<file path="src/hw/rtl/u8sd_pkg.sv">
// ----------------------------------------------------------------------------
// u8sd_pkg
// Shared widths, constants and types for the UTF-8 stream decoder.
// ----------------------------------------------------------------------------
package u8sd_pkg;

    localparam int BYTE_W = 8;
    localparam int CP_W   = 21;
    localparam int UNIT_W = 16;
    localparam int DUE_W  = 2;

    // UTF-16 surrogate tags, the top six bits of each unit of a pair
    localparam logic [5:0] SUR_HI_TAG = 6'b110110;
    localparam logic [5:0] SUR_LO_TAG = 6'b110111;

    // Lead byte prefixes
    localparam logic [2:0] LEAD2_TAG = 3'b110;
    localparam logic [3:0] LEAD3_TAG = 4'b1110;
    localparam logic [4:0] LEAD4_TAG = 5'b11110;
    localparam logic [1:0] CONT_TAG  = 2'b10;

    typedef logic [DUE_W-1:0] t_due;
    typedef logic [CP_W-1:0]  t_cp;

    // Result beat from the decode stage to the output stage
    typedef struct packed {
        logic emit;
        logic bad;
        t_cp  cp;
    } t_dec_beat;

endpackage

</file>
<file path="src/hw/rtl/u8sd_decode.sv">
// ----------------------------------------------------------------------------
// u8sd_decode
// Input register and sequence tracker: gathers payload bits across bytes
// and presents a finished code point or an error beat.
// ----------------------------------------------------------------------------
module u8sd_decode
    import u8sd_pkg::*;
(
    input  logic              i_clk,
    input  logic              i_rst_n,
    input  logic              i_in_valid,
    output logic              o_in_ready,
    input  logic [BYTE_W-1:0] i_in_byte,
    input  logic              i_out_free,
    output t_dec_beat         o_dec
);

    logic              r_in_valid;
    logic [BYTE_W-1:0] r_in_byte;
    t_due              r_due;
    t_cp               r_bits;

    t_due              n_due;
    t_cp               n_bits;
    t_cp               shifted;
    t_due              due_dec;
    logic              advance;

    assign shifted = {r_bits[CP_W-7:0], r_in_byte[5:0]};
    assign due_dec = r_due - t_due'(1);

    always_comb begin
        o_dec  = '0;
        n_due  = r_due;
        n_bits = r_bits;
        if (r_due == '0) begin
            if (!r_in_byte[7]) begin
                o_dec.emit = 1'b1;
                o_dec.cp   = t_cp'(r_in_byte);
            end else if (r_in_byte[7:5] == LEAD2_TAG) begin
                n_bits = t_cp'(r_in_byte[4:0]);
                n_due  = t_due'(1);
            end else if (r_in_byte[7:4] == LEAD3_TAG) begin
                n_bits = t_cp'(r_in_byte[3:0]);
                n_due  = t_due'(2);
            end else if (r_in_byte[7:3] == LEAD4_TAG) begin
                n_bits = t_cp'(r_in_byte[2:0]);
                n_due  = t_due'(3);
            end else begin
                o_dec.emit = 1'b1;
                o_dec.bad  = 1'b1;
                n_bits     = '0;
            end
        end else if (r_in_byte[7:6] != CONT_TAG) begin
            // drop the byte, do not reuse it as a lead
            o_dec.emit = 1'b1;
            o_dec.bad  = 1'b1;
            n_bits     = '0;
            n_due      = '0;
        end else if (due_dec == '0) begin
            o_dec.emit = 1'b1;
            o_dec.cp   = shifted;
            n_bits     = '0;
            n_due      = '0;
        end else begin
            n_bits = shifted;
            n_due  = due_dec;
        end
        if (!r_in_valid) begin
            o_dec.emit = 1'b0;
        end
    end

    // hold the byte while a result beat cannot move on
    assign advance    = r_in_valid && (!o_dec.emit || i_out_free);
    assign o_in_ready = !r_in_valid || advance;

    always_ff @(posedge i_clk) begin
        if (!i_rst_n) begin
            r_in_valid <= 1'b0;
            r_due      <= '0;
            r_bits     <= '0;
        end else begin
            if (o_in_ready) begin
                r_in_valid <= i_in_valid;
            end
            if (advance) begin
                r_due  <= n_due;
                r_bits <= n_bits;
            end
        end
    end

    always_ff @(posedge i_clk) begin
        if (i_in_valid && o_in_ready) begin
            r_in_byte <= i_in_byte;
        end
    end

    a_emit_clears: assert property (@(posedge i_clk) disable iff (!i_rst_n)
        advance && o_dec.emit |=> r_due == '0)
        else $error("state not idle after a result beat");

    a_silent_waits: assert property (@(posedge i_clk) disable iff (!i_rst_n)
        advance && !o_dec.emit |=> r_due != '0)
        else $error("byte consumed without result but tracker idle");

    a_bad_zero: assert property (@(posedge i_clk) disable iff (!i_rst_n)
        o_dec.emit && o_dec.bad |-> o_dec.cp == '0)
        else $error("error beat carries a code point");

endmodule

</file>
<file path="src/hw/rtl/u8sd_output.sv">
// ----------------------------------------------------------------------------
// u8sd_output
// UTF-16 encoder and result register with valid/ready toward the consumer.
// ----------------------------------------------------------------------------
module u8sd_output
    import u8sd_pkg::*;
(
    input  logic              i_clk,
    input  logic              i_rst_n,
    input  t_dec_beat         i_dec,
    output logic              o_free,
    output logic              o_out_valid,
    input  logic              i_out_ready,
    output logic [CP_W-1:0]   o_code_point,
    output logic              o_bad_sequence,
    output logic [UNIT_W-1:0] o_first_unit,
    output logic [UNIT_W-1:0] o_second_unit,
    output logic              o_two_units
);

    logic              r_out_valid;
    t_cp               r_code_point;
    logic              r_bad;
    logic [UNIT_W-1:0] r_first_unit;
    logic [UNIT_W-1:0] r_second_unit;
    logic              r_two_units;

    logic              n_pair;
    logic [3:0]        plane;
    logic [UNIT_W-1:0] n_first_unit;
    logic [UNIT_W-1:0] n_second_unit;
    logic              load;

    assign n_pair = i_dec.cp[CP_W-1:UNIT_W] != '0;
    // plane minus one, wrapping, kept to four bits
    assign plane  = 4'(i_dec.cp[CP_W-1:UNIT_W] - 5'd1);

    always_comb begin
        if (n_pair) begin
            n_first_unit  = {SUR_HI_TAG, plane, i_dec.cp[15:10]};
            n_second_unit = {SUR_LO_TAG, i_dec.cp[9:0]};
        end else begin
            n_first_unit  = i_dec.cp[UNIT_W-1:0];
            n_second_unit = '0;
        end
    end

    assign o_free = !r_out_valid || i_out_ready;
    assign load   = o_free && i_dec.emit;

    always_ff @(posedge i_clk) begin
        if (!i_rst_n) begin
            r_out_valid <= 1'b0;
        end else if (o_free) begin
            r_out_valid <= i_dec.emit;
        end
    end

    always_ff @(posedge i_clk) begin
        if (load) begin
            r_code_point  <= i_dec.cp;
            r_bad         <= i_dec.bad;
            r_first_unit  <= n_first_unit;
            r_second_unit <= n_second_unit;
            r_two_units   <= n_pair;
        end
    end

    assign o_out_valid    = r_out_valid;
    assign o_code_point   = r_code_point;
    assign o_bad_sequence = r_bad;
    assign o_first_unit   = r_first_unit;
    assign o_second_unit  = r_second_unit;
    assign o_two_units    = r_two_units;

    a_load_shows: assert property (@(posedge i_clk) disable iff (!i_rst_n)
        load |=> r_out_valid)
        else $error("loaded beat not presented");

    a_pair_range: assert property (@(posedge i_clk) disable iff (!i_rst_n)
        r_out_valid && r_two_units |-> r_code_point[CP_W-1:UNIT_W] != '0)
        else $error("surrogate pair for a BMP code point");

    a_bad_units: assert property (@(posedge i_clk) disable iff (!i_rst_n)
        r_out_valid && r_bad |-> !r_two_units && r_first_unit == '0)
        else $error("error beat carries UTF-16 units");

endmodule

</file>
<file path="src/hw/rtl/utf8_stream_decoder_unit.sv">
// A byte accepted into the input register is decoded and then registered in the
// result register. Throughput: one byte per cycle while results move on; a stalled
// result holds one byte in the input register.
// Reset (i_rst_n low, synchronous): clears both valid flags and the decoder
// state, so decoding resumes at a lead byte.
// ----------------------------------------------------------------------------
// utf8_stream_decoder_unit
// UTF-8 byte stream to 21-bit code point and UTF-16 units, one byte per beat.
// ----------------------------------------------------------------------------
module utf8_stream_decoder_unit
    import u8sd_pkg::*;
(
    input  logic              i_clk,
    input  logic              i_rst_n,
    input  logic              i_in_valid,
    output logic              o_in_ready,
    input  logic [BYTE_W-1:0] i_in_byte,
    output logic              o_out_valid,
    input  logic              i_out_ready,
    output logic [CP_W-1:0]   o_code_point,
    output logic              o_bad_sequence,
    output logic [UNIT_W-1:0] o_first_unit,
    output logic [UNIT_W-1:0] o_second_unit,
    output logic              o_two_units
);

    t_dec_beat dec;
    logic      out_free;

    u8sd_decode u_decode (
        .i_clk      (i_clk),
        .i_rst_n    (i_rst_n),
        .i_in_valid (i_in_valid),
        .o_in_ready (o_in_ready),
        .i_in_byte  (i_in_byte),
        .i_out_free (out_free),
        .o_dec      (dec)
    );

    u8sd_output u_output (
        .i_clk          (i_clk),
        .i_rst_n        (i_rst_n),
        .i_dec          (dec),
        .o_free         (out_free),
        .o_out_valid    (o_out_valid),
        .i_out_ready    (i_out_ready),
        .o_code_point   (o_code_point),
        .o_bad_sequence (o_bad_sequence),
        .o_first_unit   (o_first_unit),
        .o_second_unit  (o_second_unit),
        .o_two_units    (o_two_units)
    );

endmodule

</file>
<file path="config.mk">
export PLATFORM = sky130hd
export DESIGN_NAME = utf8_stream_decoder_unit
export DESIGN_NICKNAME = d
export VERILOG_FILES = /design/src/hw/rtl/u8sd_pkg.sv /design/src/hw/rtl/u8sd_decode.sv /design/src/hw/rtl/u8sd_output.sv /design/src/hw/rtl/utf8_stream_decoder_unit.sv
export SDC_FILE = /design/constraint.sdc
export NUM_CORES = 1
export LEC_CHECK = 0
export CORE_ASPECT_RATIO = 1.4
export CORE_MARGIN = 2
export CORE_UTILIZATION = 40
export CTS_CLUSTER_DIAMETER = 50
export CTS_CLUSTER_SIZE = 25
export DETAILED_ROUTE_END_ITERATION = 12
export DONT_BUFFER_PORTS = 1
export GPL_TIMING_DRIVEN = 0
export SYNTH_ARGS = -nofsm -noshare
export SYNTH_HDL_FRONTEND = slang
export SYNTH_HIERARCHICAL = 1
export SYNTH_SLANG_ARGS = --single-unit
</file>
<file path="constraint.sdc">
create_clock -name i_clk -period 5.3 [get_ports i_clk]
set_input_delay 1.06 -clock i_clk [delete_from_list [all_inputs] [get_ports i_clk]]
set_output_delay 1.06 -clock i_clk [all_outputs]
set_load 0.02 [all_outputs]
</file>
==> Yosys cells after proc, flatten, opt, wreduce, memory -nomap -nowiden <==
Cells that the tools add are included.
{ "totals": {"reg_bits": 82, "input_bits": 12, "output_inout_bits": 57, "word_cells": 63} }
{ "classes": {"addsub": 2, "muxes": 29, "eq_ne": 6, "n_reduce_logical": 14} }
{ "ops": {"columns": ["operator", "n"], "rows": [
  ["two-way mux 15 bit", 4],
  ["two-way mux 21 bit", 2],
  ["two-way mux 23 bit", 1],
  ["two-way mux 2 bit", 10],
  ["two-way mux 16 bit", 1],
  ["two-way mux 10 bit", 1],
  ["two-way mux 7 bit", 1],
  ["two-way mux 1 bit", 6],
  ["equality test 5 bit (second input constant)", 1],
  ["two-way mux 5 bit", 1],
  ["nonzero test 5 bit", 1],
  ["equality test 4 bit (second input constant)", 1],
  ["logical NOT 2 bit", 2],
  ["two-way mux 4 bit", 1],
  ["!= test 4 bit (second input constant)", 1],
  ["subtractor 4 x 1 -> 4 bit (second input constant)", 1],
  ["equality test 3 bit (second input constant)", 1],
  ["logical AND 1 bit", 3],
  ["logical NOT 1 bit", 3],
  ["logical OR 1 bit", 3],
  ["two-way mux 3 bit", 1],
  ["AND reduction 3 bit", 1],
  ["!= test 2 x 1 -> 1 bit (second input constant)", 1],
  ["!= test 2 bit (second input constant)", 1],
  ["2 further kinds", 2]
]} }

==> Longest topological paths before layout <==
Gate-level depths: netlist (run 1).
{ "depth": {"word_depth": 12, "ltp_mapped": 12, "depth_no_buf": 10} }

==> By module <==
Netlist (run 1), hierarchy kept.
{ "by_module_without_submodules": {"columns": ["mod", "seq_area_each_um2", "area_each_um2", "n_inst", "cells_per_inst"], "rows": [
  ["u8sd_output", 1491.4, 1863.0, 1, 102],
  ["u8sd_decode", 600.6, 1393.8, 1, 152]
]} }

==> Least setup slack after synthesis (run 1) <==
No wires, ideal clock.
{ "synth_timing": {"path_kind": "in2reg", "start": "input i_out_ready", "end": "register u_output.r_bad (netlist: u_output/o_bad_sequence) (enable)", "required_ns": 4.888, "stages": 2, "arrival_ns": 2.414, "setup_ns": 0.412, "setup_slack_ns": 2.475, "path_buffers": 0, "cell_sequence": "nand2b_1 -> and2_1"} }
{ "synth_via": {"elab_chain_cells": 2} }
{ "synth_lines": {"columns": ["item", "line", "source"], "rows": [
  ["start, declared", "utf8_stream_decoder_unit.sv:19", "input logic i_out_ready,"],
  ["logical OR 1 bit", "u8sd_output.sv:48", "assign o_free = !r_out_valid || i_out_ready;"],
  ["logical AND 1 bit", "u8sd_output.sv:49", "assign load = o_free && i_dec.emit;"],
  ["net u_output.load", "u8sd_output.sv:32", "logic load;"],
  ["end signal, assigned", "u8sd_output.sv:62", "r_bad <= i_dec.bad;"],
  ["end, declared", "u8sd_output.sv:23", "logic r_bad;"]
]} }
The timed path passes the listed nets, and every way through them passes these cells.
A chain may end at the register's enable or synchronous reset.

==> Worst setup path in the final report (run 1) <==
{ "layout_timing": {"start": "register u_decode.r_due[0]", "end": "output o_in_ready"} }
{ "layout_via": {"elab_chain_cells": 10, "elab_cells_between_ends": 11, "cone_classes": "1 x add/sub; 4 x mux; 6 x reduce/logical"} }
{ "layout_lines": {"columns": ["item", "line", "source"], "rows": [
  ["start, declared", "u8sd_decode.sv:20", "t_due r_due;"],
  ["start signal, assigned", "u8sd_decode.sv:88", "r_due <= n_due;"],
  ["subtractor 2 x 1 -> 2 bit", "u8sd_decode.sv:30", "assign due_dec = r_due - t_due'(1);"],
  ["logical NOT 2 bit", "u8sd_decode.sv:60", "end else if (due_dec == '0) begin"],
  ["two-way mux 1 bit", "u8sd_decode.sv:60", null],
  ["two-way mux 1 bit", "u8sd_decode.sv:54", "end else if (r_in_byte[7:6] != CONT_TAG) begin"],
  ["two-way mux 23 bit *", "u8sd_decode.sv:36", "if (r_due == '0) begin"],
  ["two-way mux 1 bit *", "u8sd_decode.sv:69", "if (!r_in_valid) begin"],
  ["logical NOT 1 bit *", "u8sd_decode.sv:75", "assign advance = r_in_valid && (!o_dec.emit || i_out_free);"],
  ["logical OR 1 bit *", "u8sd_decode.sv:75", null],
  ["logical AND 1 bit *", "u8sd_decode.sv:75", null],
  ["logical OR 1 bit *", "u8sd_decode.sv:76", "assign o_in_ready = !r_in_valid || advance;"],
  ["end, declared", "utf8_stream_decoder_unit.sv:16", "output logic o_in_ready,"]
]} }
Mark *: on every way between the ends. The rest lies on a longest branch, timed or not.

==> out/qor.txt, run 1 <==
Cts repair resizes = 0
Crit Path Category = reg -> out
Clock power share = 33.7%
Clk buf depth = 2
Clock tree sinks = 76
Clk Latency, worst-skew pair = 340 ps
Worst EP required = 4240 ps
Number of routed nets with antenna violations = 0
Root Driver = clkbuf_8
First-pass GRT wire length = 9610 um
HP Class = reg -> reg
Fill cells = 744
Core box area = 7850 um^2
Vias in the first global route = 1812
Final Non-Filler Cells = 371
Setup Skew = 9.65 ps
Clock slew at reported path FFs = 70 ps
Place WS = 2450 ps
Power share of the sequential group = 57.8%
Tightest Pin Transition = 638 ps
Num CTS Buffers = 9
Post-synth top cells = 57 x edfxtp_1, 32 x nand2_1, 19 x and2_1, 19 x dfxtp_1, 19 x nor2b_1
Post-route minimum period = 3100 ps
CP Launch Type = register
Crit Path Max Fanout = 7
Critical Path End Type = output port
Period Utilization, post-route = 58.6%
Rel. slew slack = 57.4%
Yosys top cell area share = 52.6%
PD cells = 344 nW/um^2
Antenna violations before repair = 0
Combinational fraction of design power = 8.4%
CTS tree = done
Synth top area cells = edfxtp_1 53%, dfxtp_1 12%, mux2i_1 4.9%, nand2_1 3.7%, and2_1 3.6%
Vias = 1806
Avg Cell Area, Syn = 12.8 um^2
Vias per cell = 4.87
Int Power = 0.943 mW
Achievable clock frequency = 322 MHz
Die area = 8890 um^2
Cell Area, Synth = 3260 um^2
Fin. max-slew vios = 0
Ys async rst share = 0%
Pleak = 1.27 nW
Total setup buffers inserted after CTS = 0
Dominant synthesized flop cell = edfxtp_1
Final worst slack = 2200 ps
Cell variety after synth = 38
FP Rows = 38
Final wirelength = 5840 um
Seq/Total Area, Yosys = 64.2%
Die height = 111 um
Setup TNS = 0 ps
Syn_nets = 270
DR pass1 iterations = 4
Crit path DAT = 2040 ps
Area delta synth->final = 10.2%
DR iter-0 viols = 56
Width of the die = 80.3 um
RSZ-0062 raised after global routing = false
Total of max-cap violations = 0
FF+latch count, synth = 76
Layout cells sized above 1 = 14.4%
Cell with the most instances after synthesis = edfxtp_1
Global placement routability congestion = 0.864
Number of synthesized flops with an enable pin = 57
Nets = 282
Post-Place Cells = 355
Area leader, netlist = edfxtp_1
WL per Instance = 15.7 um
ANT cells = 0
GRT overflow = 0
Overall Global Routing Usage = 14.6%
Max VDD drop = 0.000214 V
Ys Warns = 6
H-tree lvl count = 3
Hold-fix buffer count after cts = 0
HPWL after detailed placement = 4340 um
Largest net degree at the start of global routing = 44
Outcome = finished, final reports clean
Final hold violations = 0
P_sw = 0.292 mW
Switching Share = 23.6%
DRC viols = 0
Count of final setup violators = 0
Utilization after layout = 45.8%
IO Count = 69
Initial Utilization = 41.5%
Cells after Synth = 254
Number of port buffers = 0
## power by group through the flow
stage	logic, mW	clock network [mW]	registers (mW)
2_1_floorplan	0.0819	0	0.723
3_3_place_gp	0.101	0	0.730
3_5_place_dp	0.106	0	0.729
4_1_cts	0.106	0.432	0.715
5_1_grt	0.118	0.452	0.718
6_report	0.104	0.417	0.714
## cells by family (layout without fill, tap and decap cells)
family	Yosys count	count (layout)	synth area share [%]
multiplexers	23	23	7.45
AO/OA/AOI/OAI	19	19	3.80
AND/OR/NAND/NOR	99	99	16.8
adder cells (fa/ha/maj)	4	4	1.54
buffers and inverters	30	47	5.53
other	1	1	0.115
XOR/XNOR	2	2	0.538
flip-flops	76	76	64.2
## flip-flops by register name, summed over array words and instances (netlist names)
signal and count:
u_decode/r_bits 15, u_decode/r_in_byte 8, u_output/o_out_valid 1, u_output/o_first_unit 16, u_decode/r_due 2, u_output/o_second_unit 11, u_output/o_bad_sequence 1, u_decode/r_in_valid 1
u_output/o_code_point 21
## cell type report
class	instances	area, um^2	area share (%)
plain buffers	19	139	3.87
repair buffers	1	20.0	0.558
well taps	100	125	3.49
clock buffers	13	149	4.15
flip-flops and latches	76	2090	58.3
inverters	11	41.3	1.15
clock inverters	3	37.5	1.05
multi-input cells	148	986	27.5
## worst max-delay path: stages (launching register included)
cell and delay, ps:
dfxtp_1 390, inv_1 80, ha_1 300, and3_4 240
a21o_4 240, nor3_1 270, inv_1 190
## metrics by stage
| stage | cell area, um^2 | hold slack (ps) | power, mW |
|---|---|---|---|
| 2_1_floorplan | 3260 | 430 | 0.805 |
| 3_3_place_gp | 3380 | 441 | 0.831 |
| 3_5_place_dp | 3400 | 445 | 0.834 |
| 4_1_cts | 3590 | 454 | 1.25 |
| 5_1_grt | 3590 | 459 | 1.29 |
| 6_report | 3590 | 449 | 1.24 |
## per-layer routing
layer,part of all wire (%),GRT usage [%]
met1,42,16.6
met2,53,24.7
met3,3.9,5.05
met4,1.2,5.42
met5,0,0
## worst paths after layout
path / to / slack (ps) / depth (start not counted) / from
max: o_in_ready / 2200 / 6 / u_decode/r_due[0]
min: u_decode/r_bits[12] / 450 / 2 / u_decode/r_bits[12]
max reg2reg: u_output/o_first_unit[0] / 2450 / 10 / u_decode/r_due[0]
min reg2reg: u_decode/r_bits[12] / 450 / 2 / u_decode/r_bits[12]
## layout by cell type, fill, tap and decap left out, types with 3 or more instances in the layout
cell	n
mux2_2	6
nor2b_1	19
edfxtp_1	57
nor2_1	7
a21oi_1	3
nand2b_1	5
and2_1	18
clkbuf_1	9
buf_4	7
nand2_1	32
ha_1	4
nand3_1	5
inv_1	10
nand4_1	3
dfxtp_1	19
o21ai_0	8
mux2i_1	16
clkbuf_8	10
buf_6	3
(Power assumes the default switching activity.)
==> inputs of run 2 (changes only) <==
clock period = 2.8 ns   (was 5.3 ns; I/O delays follow)
==> run 2 against run 1 <==
  * First-iteration DRC count grew 43%
  * Largest cell class unchanged
  * Largest power group unchanged
  * Power grew 83%
  * Non-clock buffer count rose by 1
  * Final area is essentially flat
  * Sequential share of layout area is essentially flat
  * Critical endpoint is now u_output/o_first_unit[9]
  * Sequential power grew 89%
  * Die area did not move
  * Clock skew down 1.5 ps
  * Highest routed layer unchanged
  * Clock-buffer cell count decreased by 3
==> out/qor.txt, run 2 (synthesis gave the netlist of run 1 again) <==
Crit Path Max Fanout = 10 (+3)
Die area = 8890 um^2 (unchanged)
FF/Latch Area = 2090 um^2 (unchanged)
DR pass1 iterations = 4 (unchanged)
Hold-fix buffer count after cts = 0 (unchanged)
H-tree lvl count = 3 (unchanged)
WL per Instance = 15.7 um (-0.12%)
Final wirelength = 5850 um (+0.15%)
Number of routed nets with antenna violations = 0 (unchanged)
PD cells = 629 nW/um^2 (+83%)
Power share of the sequential group = 59.9% (+2.1 points)
Switching Share = 25.8% (+2.2 points)
Multi-input gate area = 1010 um^2 (+2.4%)
R2r setup slk = 150 ps (-2300 ps)
Worst Reg-to-Reg Cells = 11 (+1)
Critical-path top delay cell = dfxtp_1
Vias in the first global route = 1889 (+4.2%)
Setup Skew = 8.15 ps (-1.49 ps)
Clock slew at reported path FFs = 80 ps (about the same)
Die height = 111 um (unchanged)
FP Rows = 38 (unchanged)
Clock tree sinks = 76 (unchanged)
P_sw = 0.582 mW (+99%)
Critical-path cell list = inv_1 > ha_4 > nor2_1 > and3_2 > buf_2 > and2_2 > nor4b_4 > buf_4 > buf_4 > inv_2 > mux2_4
Rel. slew slack = 24.6% (-33 points)
Largest net degree at the start of global routing = 50 (+14%)
Clk Latency, worst-skew pair = 330 ps (about the same)
Fin. max-slew vios = 0 (unchanged)
Most common cell after layout, fill and taps aside = edfxtp_1
Antenna violations before repair = 0 (unchanged)
Period Utilization, post-route = 94.6%
Nets = 283 (+0.35%)
CP top delay family = simple AND/OR/NAND/NOR gates
Worst EP required = 2880 ps (-1360 ps)
Overall Global Routing Usage = 14.3% (-0.25 points)
Num CTS Buffers = 9 (unchanged)
Number of port buffers = 0 (unchanged)
Post-Place Cells = 354 (-0.28%)
Critical Path End Type = register
Clock power share = 31.3% (-2.4 points)
Buf+Inv Stages, Crit Path = 5 (+3)
Final Non-Filler Cells = 372 (+0.27%)
Most frequent cells in the layout = 57 x edfxtp_1, 32 x nand2_1, 19 x nor2b_1, 19 x dfxtp_1, 17 x and2_1
Crit Path Category = reg -> reg
IO Count = 69 (unchanged)
Area delta synth->final = 10.3% (about the same)
GRT overflow = 0 (unchanged)
HP Class = in -> reg
Achievable clock frequency = 378 MHz
Post-route cell area = 3590 um^2 (about the same)
HPWL after detailed placement = 4260 um (-1.7%)
CP max stage delay = 350 ps (-40 ps)
Vias per cell = 4.93 (+1.3%)
Tightest Pin Transition = 1130 ps (+493 ps)
CP Launch Type = register
Count of final setup violators = 0 (unchanged)
Clk buf depth = 2 (unchanged)
Fill cells = 727 (-2.3%)
Pleak = 1.27 nW (+0.26%)
Width of the die = 80.3 um (unchanged)
Reg-to-Reg Start = u_decode/r_due[0]
Layout cells sized above 1 = 17.6% (+3.3 points)
Int Power = 1.68 mW (+78%)
Hold Path Cell Cnt = 0 (-2)
Outcome = finished, final reports clean
Post-route minimum period = 2650 ps
Pwr Total = 2.26 mW (+83%)
Hold Path Origin = i_in_byte[1]
Top cell by count, worst path = buf_4
CTS tree = done
Combinational fraction of design power = 8.7% (+0.3 points)
Reg2reg end = u_output/o_first_unit[9]
Initial Utilization = 41.5% (unchanged)
Final hold violations = 0 (unchanged)
Post-DP Area = 3380 um^2 (-0.59%)
Max VDD drop = 0.000440 V (+110%)
Utilization after layout = 45.8% (about the same)
DR iter-0 viols = 80 (+43%)
Minimum hold slack = 320 ps (-130 ps)
First-pass GRT wire length = 9720 um (+1.1%)
Worst Hold Path EP = u_decode/r_in_byte[1]
Core box area = 7850 um^2 (unchanged)
Vias = 1835 (+1.6%)
Max reg flops = 21 (unchanged)
Total of max-cap violations = 0 (unchanged)
DRC viols = 0 (unchanged)
Root Driver = clkbuf_8
ANT cells = 0 (unchanged)
Global placement routability congestion = 0.863 (-0.13%)
Crit path DAT = 2730 ps (+690 ps)
## run 2: changes by cell type in the layout (fill, tap and decap cells not counted), sizes merged
cell / change
clkbuf: -5
inv: +1
clkinvlp: +3
bufinv: -1
buf: +3
## run 2: worst max path at each step
| stage | from | endpoint | slack [ps] | cells after the start |
|---|---|---|---|---|
| after global placement | u_decode/r_due[0] | u_output/o_first_unit[1] | -8 | 10 |
| after floorplan | u_decode/r_due[0] | u_output/o_first_unit[0] | 350 | 10 |
| after global routing | u_decode/r_due[0] | u_output/o_first_unit[9] | -7 | 11 |
| after CTS | u_decode/r_due[0] | u_output/o_first_unit[9] | 50 | 10 |
| final | u_decode/r_due[0] | u_output/o_first_unit[9] | 150 | 11 |
| after detailed placement | u_decode/r_due[0] | u_output/o_first_unit[9] | -8 | 12 |
## run 2: through the flow
step / setup TNS (ps) / setup WS [ps]
finish: 0 / 151
global route: -6.61 / -6.61
CTS: 0 / 50.1
detailed placement: -15.1 / -7.89
global placement: -37.9 / -7.85
floorplan: 0 / 354
## run 2: area by class of cell
cell class | instances | share of cell area (%)
multi-input combinational | 148 | 28.1
buffer | 18 | 3.80
inverter | 11 | 1.15
clock inverter | 6 | 1.11
clock buffer | 10 | 3.55
sequential | 76 | 58.2
tap | 100 | 3.48
timing repair buffer | 3 | 0.557
## run 2: power by group through the flow
stage	Combinational (mW)	Sequential [mW]	Clock (mW)
after CTS	0.193	1.35	0.739
after floorplan	0.155	1.37	0
final	0.198	1.35	0.707
after detailed placement	0.193	1.38	0
after global placement	0.191	1.38	0
after global routing	0.224	1.36	0.790
## run 2: worst register-to-register path: cells and delay by family (launching register included)
family                     cells  cell delay, ps
and+or+nand+nor                4             920
buffers and inverters          5             650
DFF                            1             350
muxes                          1             290
adders and majority gates      1             190
## run 2: what timing repair did
item / 4_1_cts / 5_1_grt
pin swaps: 0 / 2
setup buffers: 0 / 2
setup endpoints to repair: 17 / 73
gates resized for setup: 0 / 10
gates cloned: 0 / 1
## run 2: metal layers
| layer | global-route usage, % | vias up | wire length, um | part of all wire [%] |
|---|---|---|---|---|
| met5 | 0 | - | 0 | 0 |
| met4 | 6.55 | 0 | 129 | 2.2 |
| met3 | 4.07 | 10 | 191 | 3.3 |
| met2 | 24.4 | 60 | 3080 | 53 |
| met1 | 16.2 | 874 | 2440 | 42 |
| li1 | - | 891 | - | - |
